--- src/spc_pkg.sv ---
`timescale 1ns / 1ps
// ----------------------------------------------------------------------------
// spc_pkg: shared types and constants of the stack permutation checker
// Car field widths, action codes, sequencer states and the stack memory
// access bundle.
// ----------------------------------------------------------------------------
package spc_pkg;

   localparam int CAR_W        = 6;
   localparam int ADDR_W       = 6;
   localparam int MAX_CARS_DEF = 32;

   localparam logic ACT_PUSH = 1'b0;
   localparam logic ACT_POP  = 1'b1;

   typedef enum logic [2:0] {
      S_IDLE  = 3'b001,
      S_POP   = 3'b010,
      S_FETCH = 3'b100
   } seq_state_type;

   typedef struct packed {
      logic              we;
      logic [ADDR_W-1:0] waddr;
      logic [CAR_W-1:0]  wdata;
      logic              re;
      logic [ADDR_W-1:0] raddr;
   } mem_req_type;

endpackage

--- src/spc_if.sv ---
`timescale 1ns / 1ps
// ----------------------------------------------------------------------------
// spc_req_if / spc_rsp_if: request and result channels
// Valid/ready channels that carry an arriving car and one push or pop result.
// ----------------------------------------------------------------------------
interface spc_req_if;
   logic                        valid;
   logic                        ready;
   logic [spc_pkg::CAR_W-1:0]   car_number;
   logic                        last_car;

   modport source (output valid, output car_number, output last_car, input ready);
   modport sink   (input valid, input car_number, input last_car, output ready);
endinterface

interface spc_rsp_if;
   logic                        valid;
   logic                        ready;
   logic                        action;
   logic [spc_pkg::CAR_W-1:0]   car_moved;
   logic                        end_of_run;
   logic                        sequence_done;
   logic                        possible;

   modport source (output valid, output action, output car_moved, output end_of_run,
                   output sequence_done, output possible, input ready);
   modport sink   (input valid, input action, input car_moved, input end_of_run,
                   input sequence_done, input possible, output ready);
endinterface

--- src/spc_seq.sv ---
`timescale 1ns / 1ps
// ----------------------------------------------------------------------------
// spc_seq: push/pop sequencer
// Pushes each request unless full, pops while the cached top matches the
// expected car, refills the top from memory after each pop, registers results.
// ----------------------------------------------------------------------------
module spc_seq #(
   parameter int MAX_CARS = spc_pkg::MAX_CARS_DEF
) (
   input  logic                       clock,
   input  logic                       reset,
   spc_req_if.sink                    req_bus,
   spc_rsp_if.source                  rsp_bus,
   output spc_pkg::mem_req_type       mem_req,
   input  logic [spc_pkg::CAR_W-1:0]  mem_rdata
);

   localparam int CNT_W = $clog2(MAX_CARS + 1);
   localparam logic [CNT_W-1:0] CNT_MAX = CNT_W'(MAX_CARS);
   localparam logic [spc_pkg::CAR_W-1:0] EXP_INIT = spc_pkg::CAR_W'(1);

   spc_pkg::seq_state_type state_ff, state_in;
   logic [CNT_W-1:0]          cnt_ff, cnt_in;
   logic [spc_pkg::CAR_W-1:0] exp_ff, exp_in;
   logic                      ovf_ff, ovf_in;
   logic [spc_pkg::CAR_W-1:0] top_ff, top_in;
   logic [spc_pkg::CAR_W-1:0] pend_ff, pend_in;
   logic                      last_ff, last_in;

   logic                      rsp_valid_ff, rsp_valid_in;
   logic                      act_ff, act_in;
   logic [spc_pkg::CAR_W-1:0] car_ff, car_in;
   logic                      eor_ff, eor_in;
   logic                      done_ff, done_in;
   logic                      poss_ff, poss_in;

   logic                      slot_free;
   logic                      accept;
   logic                      full;
   logic [CNT_W-1:0]          push_cnt;
   logic [spc_pkg::CAR_W-1:0] push_top;
   logic                      push_ovf;
   logic                      push_pop;
   logic                      fetch_pop;
   logic                      load;
   logic                      seq_end;

   assign slot_free     = !rsp_valid_ff || rsp_bus.ready;
   assign req_bus.ready = (state_ff == spc_pkg::S_IDLE) && slot_free;
   assign accept        = req_bus.valid && req_bus.ready;

   assign full      = (cnt_ff == CNT_MAX);
   assign push_cnt  = full ? cnt_ff : cnt_ff + CNT_W'(1);
   assign push_top  = full ? top_ff : req_bus.car_number;
   assign push_ovf  = ovf_ff | full;
   assign push_pop  = (push_cnt != '0) && (push_top == exp_ff);
   assign fetch_pop = (cnt_ff != '0) && (mem_rdata == exp_ff);

   always_comb begin
      mem_req.we    = accept && !full;
      mem_req.waddr = spc_pkg::ADDR_W'(cnt_ff);
      mem_req.wdata = req_bus.car_number;
      mem_req.re    = (state_ff == spc_pkg::S_POP) && slot_free && (cnt_ff >= CNT_W'(2));
      mem_req.raddr = spc_pkg::ADDR_W'(cnt_ff - CNT_W'(2));
   end

   always_comb begin
      state_in = state_ff;
      cnt_in   = cnt_ff;
      exp_in   = exp_ff;
      ovf_in   = ovf_ff;
      top_in   = top_ff;
      pend_in  = pend_ff;
      last_in  = last_ff;
      act_in   = act_ff;
      car_in   = car_ff;
      eor_in   = eor_ff;
      done_in  = done_ff;
      poss_in  = poss_ff;
      load     = 1'b0;
      seq_end  = 1'b0;

      unique case (state_ff)
         spc_pkg::S_IDLE: begin
            if (accept) begin
               load     = 1'b1;
               cnt_in   = push_cnt;
               top_in   = push_top;
               ovf_in   = push_ovf;
               last_in  = req_bus.last_car;
               act_in   = spc_pkg::ACT_PUSH;
               car_in   = req_bus.car_number;
               eor_in   = !push_pop;
               done_in  = req_bus.last_car && !push_pop;
               poss_in  = req_bus.last_car && !push_pop && (push_cnt == '0) && !push_ovf;
               seq_end  = req_bus.last_car && !push_pop;
               state_in = push_pop ? spc_pkg::S_POP : spc_pkg::S_IDLE;
            end
         end
         spc_pkg::S_POP: begin
            // pop the cached top and fetch the entry below it
            if (slot_free) begin
               pend_in  = top_ff;
               cnt_in   = cnt_ff - CNT_W'(1);
               exp_in   = exp_ff + spc_pkg::CAR_W'(1);
               state_in = spc_pkg::S_FETCH;
            end
         end
         spc_pkg::S_FETCH: begin
            load     = 1'b1;
            top_in   = mem_rdata;
            act_in   = spc_pkg::ACT_POP;
            car_in   = pend_ff;
            eor_in   = !fetch_pop;
            done_in  = last_ff && !fetch_pop;
            poss_in  = last_ff && !fetch_pop && (cnt_ff == '0) && !ovf_ff;
            seq_end  = last_ff && !fetch_pop;
            state_in = fetch_pop ? spc_pkg::S_POP : spc_pkg::S_IDLE;
         end
         default: begin
            state_in = spc_pkg::S_IDLE;
         end
      endcase

      // clear the stack count, expected car and overflow flag with the final result
      if (seq_end) begin
         cnt_in = '0;
         exp_in = EXP_INIT;
         ovf_in = 1'b0;
      end
   end

   assign rsp_valid_in = load ? 1'b1 : (rsp_bus.ready ? 1'b0 : rsp_valid_ff);

   always_ff @(posedge clock) begin
      if (reset) begin
         state_ff     <= spc_pkg::S_IDLE;
         cnt_ff       <= '0;
         exp_ff       <= EXP_INIT;
         ovf_ff       <= 1'b0;
         last_ff      <= 1'b0;
         rsp_valid_ff <= 1'b0;
      end else begin
         state_ff     <= state_in;
         cnt_ff       <= cnt_in;
         exp_ff       <= exp_in;
         ovf_ff       <= ovf_in;
         last_ff      <= last_in;
         rsp_valid_ff <= rsp_valid_in;
      end
   end

   always_ff @(posedge clock) begin
      top_ff  <= top_in;
      pend_ff <= pend_in;
      act_ff  <= act_in;
      car_ff  <= car_in;
      eor_ff  <= eor_in;
      done_ff <= done_in;
      poss_ff <= poss_in;
   end

   assign rsp_bus.valid         = rsp_valid_ff;
   assign rsp_bus.action        = act_ff;
   assign rsp_bus.car_moved     = car_ff;
   assign rsp_bus.end_of_run    = eor_ff;
   assign rsp_bus.sequence_done = done_ff;
   assign rsp_bus.possible      = poss_ff;

endmodule

--- src/flat_wrapper.sv ---
// flat-port wrapper written by rule: the top's interface ports become plain ports
module spc_seq_flat 
#(
   parameter int MAX_CARS = spc_pkg::MAX_CARS_DEF
)
  (clock, reset, mem_req, mem_rdata, req_bus_valid, req_bus_car_number, req_bus_last_car, req_bus_ready, rsp_bus_valid, rsp_bus_action, rsp_bus_car_moved, rsp_bus_end_of_run, rsp_bus_sequence_done, rsp_bus_possible, rsp_bus_ready);
  spc_req_if req_bus_i ();
  spc_rsp_if rsp_bus_i ();
  input  logic clock;
  input  logic reset;
  output spc_pkg::mem_req_type mem_req;
  input  logic [spc_pkg::CAR_W-1:0] mem_rdata;
  input wire logic [$bits(req_bus_i.valid)-1:0] req_bus_valid;
  input wire logic [$bits(req_bus_i.car_number)-1:0] req_bus_car_number;
  input wire logic [$bits(req_bus_i.last_car)-1:0] req_bus_last_car;
  output wire logic [$bits(req_bus_i.ready)-1:0] req_bus_ready;
  output wire logic [$bits(rsp_bus_i.valid)-1:0] rsp_bus_valid;
  output wire logic [$bits(rsp_bus_i.action)-1:0] rsp_bus_action;
  output wire logic [$bits(rsp_bus_i.car_moved)-1:0] rsp_bus_car_moved;
  output wire logic [$bits(rsp_bus_i.end_of_run)-1:0] rsp_bus_end_of_run;
  output wire logic [$bits(rsp_bus_i.sequence_done)-1:0] rsp_bus_sequence_done;
  output wire logic [$bits(rsp_bus_i.possible)-1:0] rsp_bus_possible;
  input wire logic [$bits(rsp_bus_i.ready)-1:0] rsp_bus_ready;
  assign req_bus_i.valid = req_bus_valid;
  assign req_bus_i.car_number = req_bus_car_number;
  assign req_bus_i.last_car = req_bus_last_car;
  assign req_bus_ready = req_bus_i.ready;
  assign rsp_bus_valid = rsp_bus_i.valid;
  assign rsp_bus_action = rsp_bus_i.action;
  assign rsp_bus_car_moved = rsp_bus_i.car_moved;
  assign rsp_bus_end_of_run = rsp_bus_i.end_of_run;
  assign rsp_bus_sequence_done = rsp_bus_i.sequence_done;
  assign rsp_bus_possible = rsp_bus_i.possible;
  assign rsp_bus_i.ready = rsp_bus_ready;
  spc_seq #(.MAX_CARS(MAX_CARS)) u_core (.clock(clock), .reset(reset), .req_bus(req_bus_i), .rsp_bus(rsp_bus_i), .mem_req(mem_req), .mem_rdata(mem_rdata));
endmodule
--- config.mk ---
export PLATFORM = sky130hd
export DESIGN_NAME = spc_seq_flat
export DESIGN_NICKNAME = d
export VERILOG_FILES = /design/src/spc_pkg.sv /design/src/spc_if.sv /design/src/spc_seq.sv /design/src/flat_wrapper.sv
export SDC_FILE = /design/constraint.sdc
export NUM_CORES = 1
export LEC_CHECK = 0
export ABC_AREA = 1
export BUFFER_PORTS_ARGS = -buffer_cell sky130_fd_sc_hd__buf_2
export CORE_MARGIN = 5
export CORE_UTILIZATION = 59
export DETAILED_ROUTE_END_ITERATION = 7
export PLACE_DENSITY = 0.88
export SLEW_MARGIN = 25
export SYNTH_ARGS = -nofsm -noshare
export SYNTH_HDL_FRONTEND = slang
export SYNTH_SLANG_ARGS = --single-unit
--- constraint.sdc ---
create_clock -name clock -period 3.79 [get_ports clock]
set_clock_uncertainty 0.15 [all_clocks]
set_input_delay 0.758 -clock clock [delete_from_list [all_inputs] [get_ports clock]]
set_output_delay 0.758 -clock clock [all_outputs]
set_load 0.05 [all_outputs]
==> impl_metrics.toml, run 1 <==
[floorplan]
core_area_um2 = 4058
placementRows = 23
die_width_um = 75.05
ioPinCount = 49
start_util_pct = 61.52
die_h_um = 75.05
dieArea_um2 = 5632

[cts]
post-cts-setup-buffer-count = 0
cts_root_buf = "clkbuf_8"
clk_path_buf_depth = 2
htree_levels = 2
cts_resized = 0
numClockSinks = 40
cts_buffers = 5
clkLatencyLatePin_ns = 0.29
clkTransAtPathRegs_ns = 0.08
hold_buffers = 0
cts_tree = "done"

[logic_synthesis]
ys_ff_latch = 40
synth_top_area_cell = "edfxtp_1"
yosysMostFrequentCell = "nand2_1"
syn_area_per_cell_um2 = 8.000
synthCells = 312
yosysSeqAreaShare_pct = 40.90
synth-simple-area-share_pct = 31.08
synthFlopType = "edfxtp_1"
yosys.area_share.adder_pct = 3.509
synth_cell_types = 34
synth_top_family_by_area = "simple AND/OR/NAND/NOR gates"
synth_mux_area_share_pct = 0
synth_area_um2 = 2496
synth_compound_area_share_pct = 6.566
ys_top_cells_by_area = "edfxtp_1 (26%), dfxtp_1 (14%), nand2_1 (11%)"
yosysWarnings = 0
synthArstFlopShare_pct = 0
synth_nets = 336
synth_edf_count = 22
synth_xor_area_share_pct = 6.667
synthTopCellsByCount = "nand2_1 (73), inv_1 (43), nand3_1 (23)"
netlist.area_leader.share_pct = 26.47

[setup_path]
crit_arrival_ns = 2.09
crit_path_max_fanout = 12
critPathCaptureType = "primary output"
startpoint_type = "flop"
critPathKind = "reg -> out"
reg2reg_slack_ns = 1.11
crit_required_ns = 2.88

[placed_design]
dp_slack_ns = 1.097
hpwl_um = 4192
io_buffers = 48
gp_congestion = 0.9135

[routing]
vias = 2218
drtIter0Drc = 192
routedWlPerCell_um = 14.11
drt-total-wl_um = 5713
vias_per_cell = 5.477
dr.pass1.iters = 4
drc = 0
antenna_left = 0

[sta]
tightest_slew_ns = 0.7269
drv_slew = 0
min_period_ns = 3.001
slew_headroom_pct = 51.42
rsz0062_at_grt = "false"
setup_ws_ns = 0.7893
max_freq_mhz = 333.3
finalHoldViolCount = 0
fin_crit_sh_pct = 79.17
holdWs_ns = 0.3192
setup_viol = 0
tns_ns = 0

[grt]
grt_max_degree = 22
grt_usage_pct = 21.59
antenna_found_initial = 0
grt_pass1_wl_um = 9239
first_global_vias = 2045
grt-ovfl-total = 0

[hold_path]
hold_class = "reg -> reg"

[pwr]
leakage_nw = 1.296
irDropWorstVdd_v = 0.0001631
p_per_area_nw_per_um2 = 364.3

[flow_run]
drv_cap = 0

[finish]
syn_to_final_growth_pct = 12.68
antenna_cells = 0
fin_nets = 378
drive_above_1_share_pct = 23.94

[outcome]
status = "completed"
-- through the flow --
step	util (%)	cell area (um2)	power, W	std cells
finish	69.32	2813	0.001025	405
global route	69.32	2813	0.001062	405
CTS	69.32	2813	0.001027	405
floorplan	-	2496	0.0006477	312
global placement	66.67	2705	0.0006892	397
detailed placement	66.67	2705	0.0006930	397
-- worst max-delay path: stages (launching register included) --
cell and delay, ns:
dfxtp_1 0.49, inv_1 0.12, ha_1 0.29, nand3_2 0.29, clkinv_1 0.21, nor2_1 0.13, buf_2 0.27
-- area by class of cell --
class	count	area (um2)
clock buffer	6	72.57
clock inverter	2	35.03
fill	340	1245
inverter	46	172.7
multi-input combinational	211	1194
sequential	40	1021
tap	50	62.56
timing repair buffer	50	255.2
-- worst paths after layout --
check,start,to,cells past startpoint
setup / recovery,u_core.cnt_ff[0],mem_req[19],6
hold reg to reg,u_core.top_ff[5],u_core.pend_ff[5],0
hold / removal,u_core.top_ff[5],u_core.pend_ff[5],0
setup reg to reg,u_core.cnt_ff[0],u_core.cnt_ff[4],13
-- metal layers --
| layer | part of all wire, % | GRT usage, % | up-vias |
|---|---|---|---|
| met3 | 7.2 | 3.071 | 16 |
| li1 | - | - | 1088 |
| met5 | 0 | 0 | - |
| met4 | 2.8 | 11.07 | 0 |
| met2 | 49 | 36.94 | 104 |
| met1 | 41 | 26.32 | 1010 |
-- where the power goes --
part,total [W],internal [W],switching (W)
Combinational,0.000201,0.0000514,0.000150
Clock,0.000340,0.000195,0.000145
Sequential,0.000483,0.000473,0.00000975
-- state kept, by name, summed over array words and instances (netlist names) --
| register | flops |
|---|---|
| u_core.rsp_bus.action | 1 |
| u_core.rsp_bus.valid | 1 |
| u_core.rsp_bus.car_moved | 6 |
| u_core.cnt_ff | 6 |
| u_core.rsp_bus.sequence_done | 1 |
| u_core.last_ff | 1 |
| u_core.top_ff | 6 |
| u_core.ovf_ff | 1 |
| u_core.rsp_bus.possible | 1 |
| u_core.exp_ff | 6 |
| u_core.rsp_bus.end_of_run | 1 |
| u_core.pend_ff | 6 |
| u_core.state_ff | 3 |
-- placed cells by master, fill, tap and decap left out, drive strengths merged, types with 7 or more instances in the layout --
cell / count
edfxtp: 22
xor2: 14
ha: 7
inv: 45
o21ai: 16
nor2: 34
nand3: 26
nand2: 79
buf: 50
dfxtp: 18
-- logic make-up after synthesis --
group                      count (synthesis)
buffers and inverters                     61
and+or+nand+nor                          156
xor gates and xnor gates                  19
adders and majority gates                  7
DFF                                       40
AOI/OAI and AO/OA                         29
(Power assumes the default switching activity.)
==> run 2: changes to the inputs <==
- CORE_UTILIZATION: 59 -> 55
- PLACE_DENSITY: 0.88 -> 0.83
- clock period: 3.79 -> 3 ns (I/O delays scaled with it)
==> run 2 against run 1 <==
  * Die area grew 6.3%
  * Clock power is essentially flat
  * Clock-buffer cell count grew 1
  * Register-to-register slack lost 0.70 ns
  * Setup slack lost 0.56 ns
  * Hold slack lost 0.0079 ns
  * First-iteration DRC count is the same
  * Non-clock buffer count grew 3
  * Total power grew 17%
  * Flip-flop and latch count is the same
  * Core utilization shrank 4.8 points
==> impl_metrics.toml, run 2 (synthesized netlist as in run 1, its figures left out) <==
[setup_path]
reg2reg_slack_ns = 0.41
crit_path_max_fanout = 12
crit_start = "u_core.cnt_ff[0]"
critPathCaptureType = "primary output"
r2r-end = "u_core.cnt_ff[0]"
r2r_start = "u_core.cnt_ff[1]"
startpoint_type = "flop"
crit_arrival_ns = 2.02
critPathKind = "reg -> out"
crit_required_ns = 2.25
crit_end = "mem_req[19]"
reg2reg_depth = 14

[finish]
drive_above_1_share_pct = 24.86
syn_to_final_growth_pct = 13.33
layout_commonest_cell = "nand2_1"
nFillCells = 393
layout_common_cells = "nand2_1 (73), buf_2 (48), inv_1 (43), nand3_1 (23), edfxtp_1 (22)"
fin_nets = 381
antenna_cells = 0
stdcell_area_um2 = 2829

[hold_path]
hold_class = "reg -> reg"
worstHoldPathCells = 0

[floorplan]
die_width_um = 77.37
core_area_um2 = 4384
start_util_pct = 56.93
ioPinCount = 49
dieArea_um2 = 5985
die_h_um = 77.37
placementRows = 24

[sta]
max_freq_mhz = 360.6
rsz0062_at_grt = "false"
fin_crit_sh_pct = 92.43
finalHoldViolCount = 0
slew_headroom_pct = 50.65
tightest_slew_ns = 0.7385
setup_viol = 0
holdWs_ns = 0.3113
drv_slew = 0
tns_ns = 0
min_period_ns = 2.773
setup_ws_ns = 0.2272

[pwr]
p_total_w = 0.001203
p_per_area_nw_per_um2 = 425.1
p_int_w = 0.0008281
irDropWorstVdd_v = 0.0001755
leakage_nw = 1.299
switching_share_pct = 31.15
power_frac_comb_pct = 21.3
switchingPower_w = 0.0003746
seqPwrFrac_pct = 50.7
p_clk_share_pct = 28.0

[routing]
drtIter0Drc = 192
vias_per_cell = 5.254
vias = 2154
routedWlPerCell_um = 13.38
drc = 0
antenna_left = 0
drt-total-wl_um = 5484
dr.pass1.iters = 4

[cts]
cts_tree = "done"
clk_path_buf_depth = 2
clkLatencyLatePin_ns = 0.29
cts_buffers = 5
cts_root_buf = "clkbuf_8"
numClockSinks = 40
post-cts-setup-buffer-count = 0
clkTransAtPathRegs_ns = 0.07
htree_levels = 2

[grt]
grt_usage_pct = 19.32
first_global_vias = 2040
antenna_found_initial = 0
grt_max_degree = 21
grt-ovfl-total = 0
grt_pass1_wl_um = 9363

[placed_design]
gp_congestion = 0.9400
dpl-instance-area_um2 = 2740
hpwl_um = 4170
io_buffers = 48
dp_slack_ns = 0.4129

[flow_run]
drv_cap = 0

[outcome]
status = "completed"
## run 2: cell types whose count changed in the layout (fill, tap and decap cells not counted), sizes merged
cell    delta
buf        +3
bufinv     -1
clkbuf     +1
## run 2: layout make-up
class | instances | area [um2] | area share (%)
multi-input combinational | 211 | 1211 | 42.81
timing repair buffer | 53 | 277.8 | 9.819
sequential | 40 | 1021 | 36.09
clock buffer | 7 | 76.32 | 2.698
inverter | 46 | 172.7 | 6.104
tap | 52 | 65.06 | 2.300
clock inverter | 1 | 5.005 | 0.1769
## run 2: power by group through the flow
| stage | Combinational, W | Clock (W) | Sequential (W) |
|---|---|---|---|
| 2_1_floorplan | 0.000159 | 0 | 0.000660 |
| 3_3_place_gp | 0.000253 | 0 | 0.000620 |
| 3_5_place_dp | 0.000255 | 0 | 0.000622 |
| 4_1_cts | 0.000257 | 0.000344 | 0.000610 |
| 5_1_grt | 0.000279 | 0.000366 | 0.000612 |
| 6_report | 0.000256 | 0.000337 | 0.000610 |
## run 2: worst max-delay path, stage by stage, from the launching register on
cell and delay (ns):
dfxtp_1 0.48, inv_1 0.12, ha_1 0.31, nand3_4 0.22, clkinv_1 0.18, nor2_2 0.15, buf_2 0.27
## run 2: worst min-delay path by stage
stage / from / to
after detailed placement: u_core.top_ff[4] / u_core.pend_ff[4]
after global routing: u_core.top_ff[1] / u_core.pend_ff[1]
after global placement: u_core.top_ff[4] / u_core.pend_ff[4]
final: u_core.top_ff[4] / u_core.pend_ff[4]
after floorplan: u_core.top_ff[4] / u_core.pend_ff[4]
after CTS: u_core.top_ff[4] / u_core.pend_ff[4]
## run 2: metrics by stage
| stage | instances | util, % |
|---|---|---|
| 2_1_floorplan | 312 | - |
| 3_3_place_gp | 402 | 62.50 |
| 3_5_place_dp | 402 | 62.50 |
| 4_1_cts | 410 | 64.35 |
| 5_1_grt | 410 | 64.53 |
| 6_report | 410 | 64.53 |
## run 2: metal layers
| metal | track usage (%) | part of all wire (%) |
|---|---|---|
| met2 | 29.97 | 45 |
| met3 | 4.745 | 7.5 |
| met1 | 25.61 | 45 |
| met4 | 8.591 | 2.2 |
| met5 | 0 | 0 |
## run 2: repair_timing
| item | in CTS | in global routing |
|---|---|---|
| hold buffers | 0 | 0 |
| resized for setup | 0 | 1 |
| endpoints found under the setup margin | 0 | 1 |
| endpoints found under the hold margin | 0 | 0 |
==> run 3: changes to the inputs <==
- CORE_ASPECT_RATIO: default -> 1.5
- CORE_MARGIN: 5 -> 8
- PLACE_DENSITY: 0.83 -> 0.88
==> run 3 against run 2 <==
  * First-iteration DRC count decreased by 17%
  * Clock power increased by 29%
  * Sequential share of layout area down 0.17 points
  * Sequential power hardly changed
  * Total power grew 8.6%
  * Core utilization is 0.35 points lower
  * Critical path depth stayed put
  * Setup slack worse by 0.071 ns
  * Cell area up 0.49%
  * Combinational power up 3%
  * Flip-flop and latch count unchanged
  * Fmax shrank 2.5%
  * Critical path type unchanged
  * Largest cell class unchanged
  * Largest power group unchanged
  * Highest routed layer unchanged
==> impl_metrics.toml, run 3 (synthesized netlist as in run 1, its figures left out) <==
[setup_path]
path_depth = 6
crit_path_max_fanout = 12
critPathKind = "reg -> out"
crit_buf_inv = 3
r2r-end = "u_core.cnt_ff[4]"
cpPeakStageDelay_ns = 0.43
crit_end = "mem_req[19]"
cp_slowest_cell = "dfxtp_1"
critPathTopFamily = "buffers and inverters"
startpoint_type = "flop"
reg2reg_depth = 14
r2r_start = "u_core.cnt_ff[1]"
cp_cell_sequence = "inv_1, ha_1, nand3_2, clkinv_1, nor2_2, buf_2"
crit_start = "u_core.cnt_ff[1]"
reg2reg_slack_ns = 0.37
crit_required_ns = 2.25
crit_arrival_ns = 2.09
critPathCaptureType = "primary output"

[placed_design]
io_buffers = 48
hpwl_um = 4691
gp_congestion = 0.9657
dp.cells = 398

[finish]
nFillCells = 386
final_cells = 406
antenna_cells = 0
layout_common_cells = "nand2_1 (73), buf_2 (48), inv_1 (43), nand3_1 (23), edfxtp_1 (22)"
fin_nets = 381
drive_above_1_share_pct = 25.14
layout_commonest_cell = "nand2_1"
multiInputGateArea_um2 = 1204
seq_area_um2 = 1021
syn_to_final_growth_pct = 13.88

[sta]
rsz0062_at_grt = "false"
max_freq_mhz = 351.7
slew_headroom_pct = 52.53
fin_crit_sh_pct = 94.79
tns_ns = 0
drv_slew = 0
finalHoldViolCount = 0
min_period_ns = 2.844
tightest_slew_ns = 0.7103
setup_viol = 0

[cts]
cts_resized = 0
cts_buffers = 5
clkLatencyLatePin_ns = 0.29
numClockSinks = 40
htree_levels = 2
cts_tree = "done"
clkTransAtPathRegs_ns = 0.08
hold_buffers = 0
cts_root_buf = "clkbuf_8"
post-cts-setup-buffer-count = 0
clk_path_buf_depth = 2

[floorplan]
dieArea_um2 = 6995
die_width_um = 71.01
start_util_pct = 56.36
ioPinCount = 49
placementRows = 30
die_h_um = 98.51
core_area_um2 = 4429

[routing]
drt-total-wl_um = 6012
drc = 0
drtIter0Drc = 159
vias_per_cell = 5.367
vias = 2179
routedWlPerCell_um = 14.81
dr.pass1.iters = 4
antenna_left = 0

[hold_path]
hold_class = "reg -> reg"
worstHoldPathCells = 0

[grt]
grt_max_degree = 21
grt_usage_pct = 17.76
grt_pass1_wl_um = 10050
grt-ovfl-total = 0
antenna_found_initial = 0
first_global_vias = 2227

[pwr]
power_frac_comb_pct = 20.2
leakage_nw = 1.313
switchingPower_w = 0.0003927
irDropWorstVdd_v = 0.0003000
seqPwrFrac_pct = 46.5
p_clk_share_pct = 33.3
p_int_w = 0.0009133
switching_share_pct = 30.07
p_per_area_nw_per_um2 = 459.4

[outcome]
status = "completed"

[flow_run]
drv_cap = 0
## run 3: metrics by stage
stage / utilization [%] / total power, W / setup slack, ns / cell area (um2) / hold slack, ns
2_1_floorplan: - / 0.0008193 / 0.005540 / 2506 / 0.2666
3_3_place_gp: 61.75 / 0.0008777 / 0.5812 / 2735 / 0.2756
3_5_place_dp: 61.75 / 0.0008831 / 0.4624 / 2735 / 0.2847
4_1_cts: 64.18 / 0.001307 / 0.1900 / 2843 / 0.3051
5_1_grt: 64.18 / 0.001354 / 0.05693 / 2843 / 0.3212
6_report: 64.18 / 0.001306 / 0.1564 / 2843 / 0.3034
## run 3: worst min-delay path by stage
stage,startpoint,to,slack (ns)
global route,u_core.top_ff[4],u_core.pend_ff[4],0.32
global placement,u_core.top_ff[4],u_core.pend_ff[4],0.28
CTS,u_core.top_ff[4],u_core.pend_ff[4],0.31
floorplan,u_core.top_ff[4],u_core.pend_ff[4],0.27
detailed placement,u_core.top_ff[4],u_core.pend_ff[4],0.28
finish,u_core.top_ff[4],u_core.pend_ff[4],0.30
## run 3: layout make-up
class	instances	share of cell area [%]
Inverter	46	6.074
Tap cell	48	2.113
Sequential cell	40	35.92
Clock buffer	6	2.553
Timing Repair Buffer	53	9.771
Clock inverter	2	1.232
Multi-Input combinational cell	211	42.34
## run 3: metal layers
layer  share of wire (%)  global-route usage, %
met1                  38                  17.92
met2                  51                  30.82
met5                   0                      0
met3                 6.7                  5.081
met4                 4.1                  11.76
## run 3: worst register-to-register path, cell delays in order, from the launching register on
cell and delay [ns]:
dfxtp_1 0.37, inv_1 0.15, ha_1 0.32, nand3_2 0.34, clkinv_1 0.22, nand2_1 0.09
nand2_1 0.09, nand2_1 0.05, nand2_1 0.06, nand2_1 0.06, nor2_2 0.16, nand2_4 0.10
nand3_4 0.08, nand3_4 0.18, nor2_1 0.15
## run 3: power groups by stage
stage | combinational [W] | clock (W) | sequential (W)
after floorplan | 0.000159 | 0 | 0.000660
after global placement | 0.000259 | 0 | 0.000618
after detailed placement | 0.000263 | 0 | 0.000620
after CTS | 0.000265 | 0.000435 | 0.000607
after global routing | 0.000284 | 0.000460 | 0.000609
final | 0.000264 | 0.000435 | 0.000607
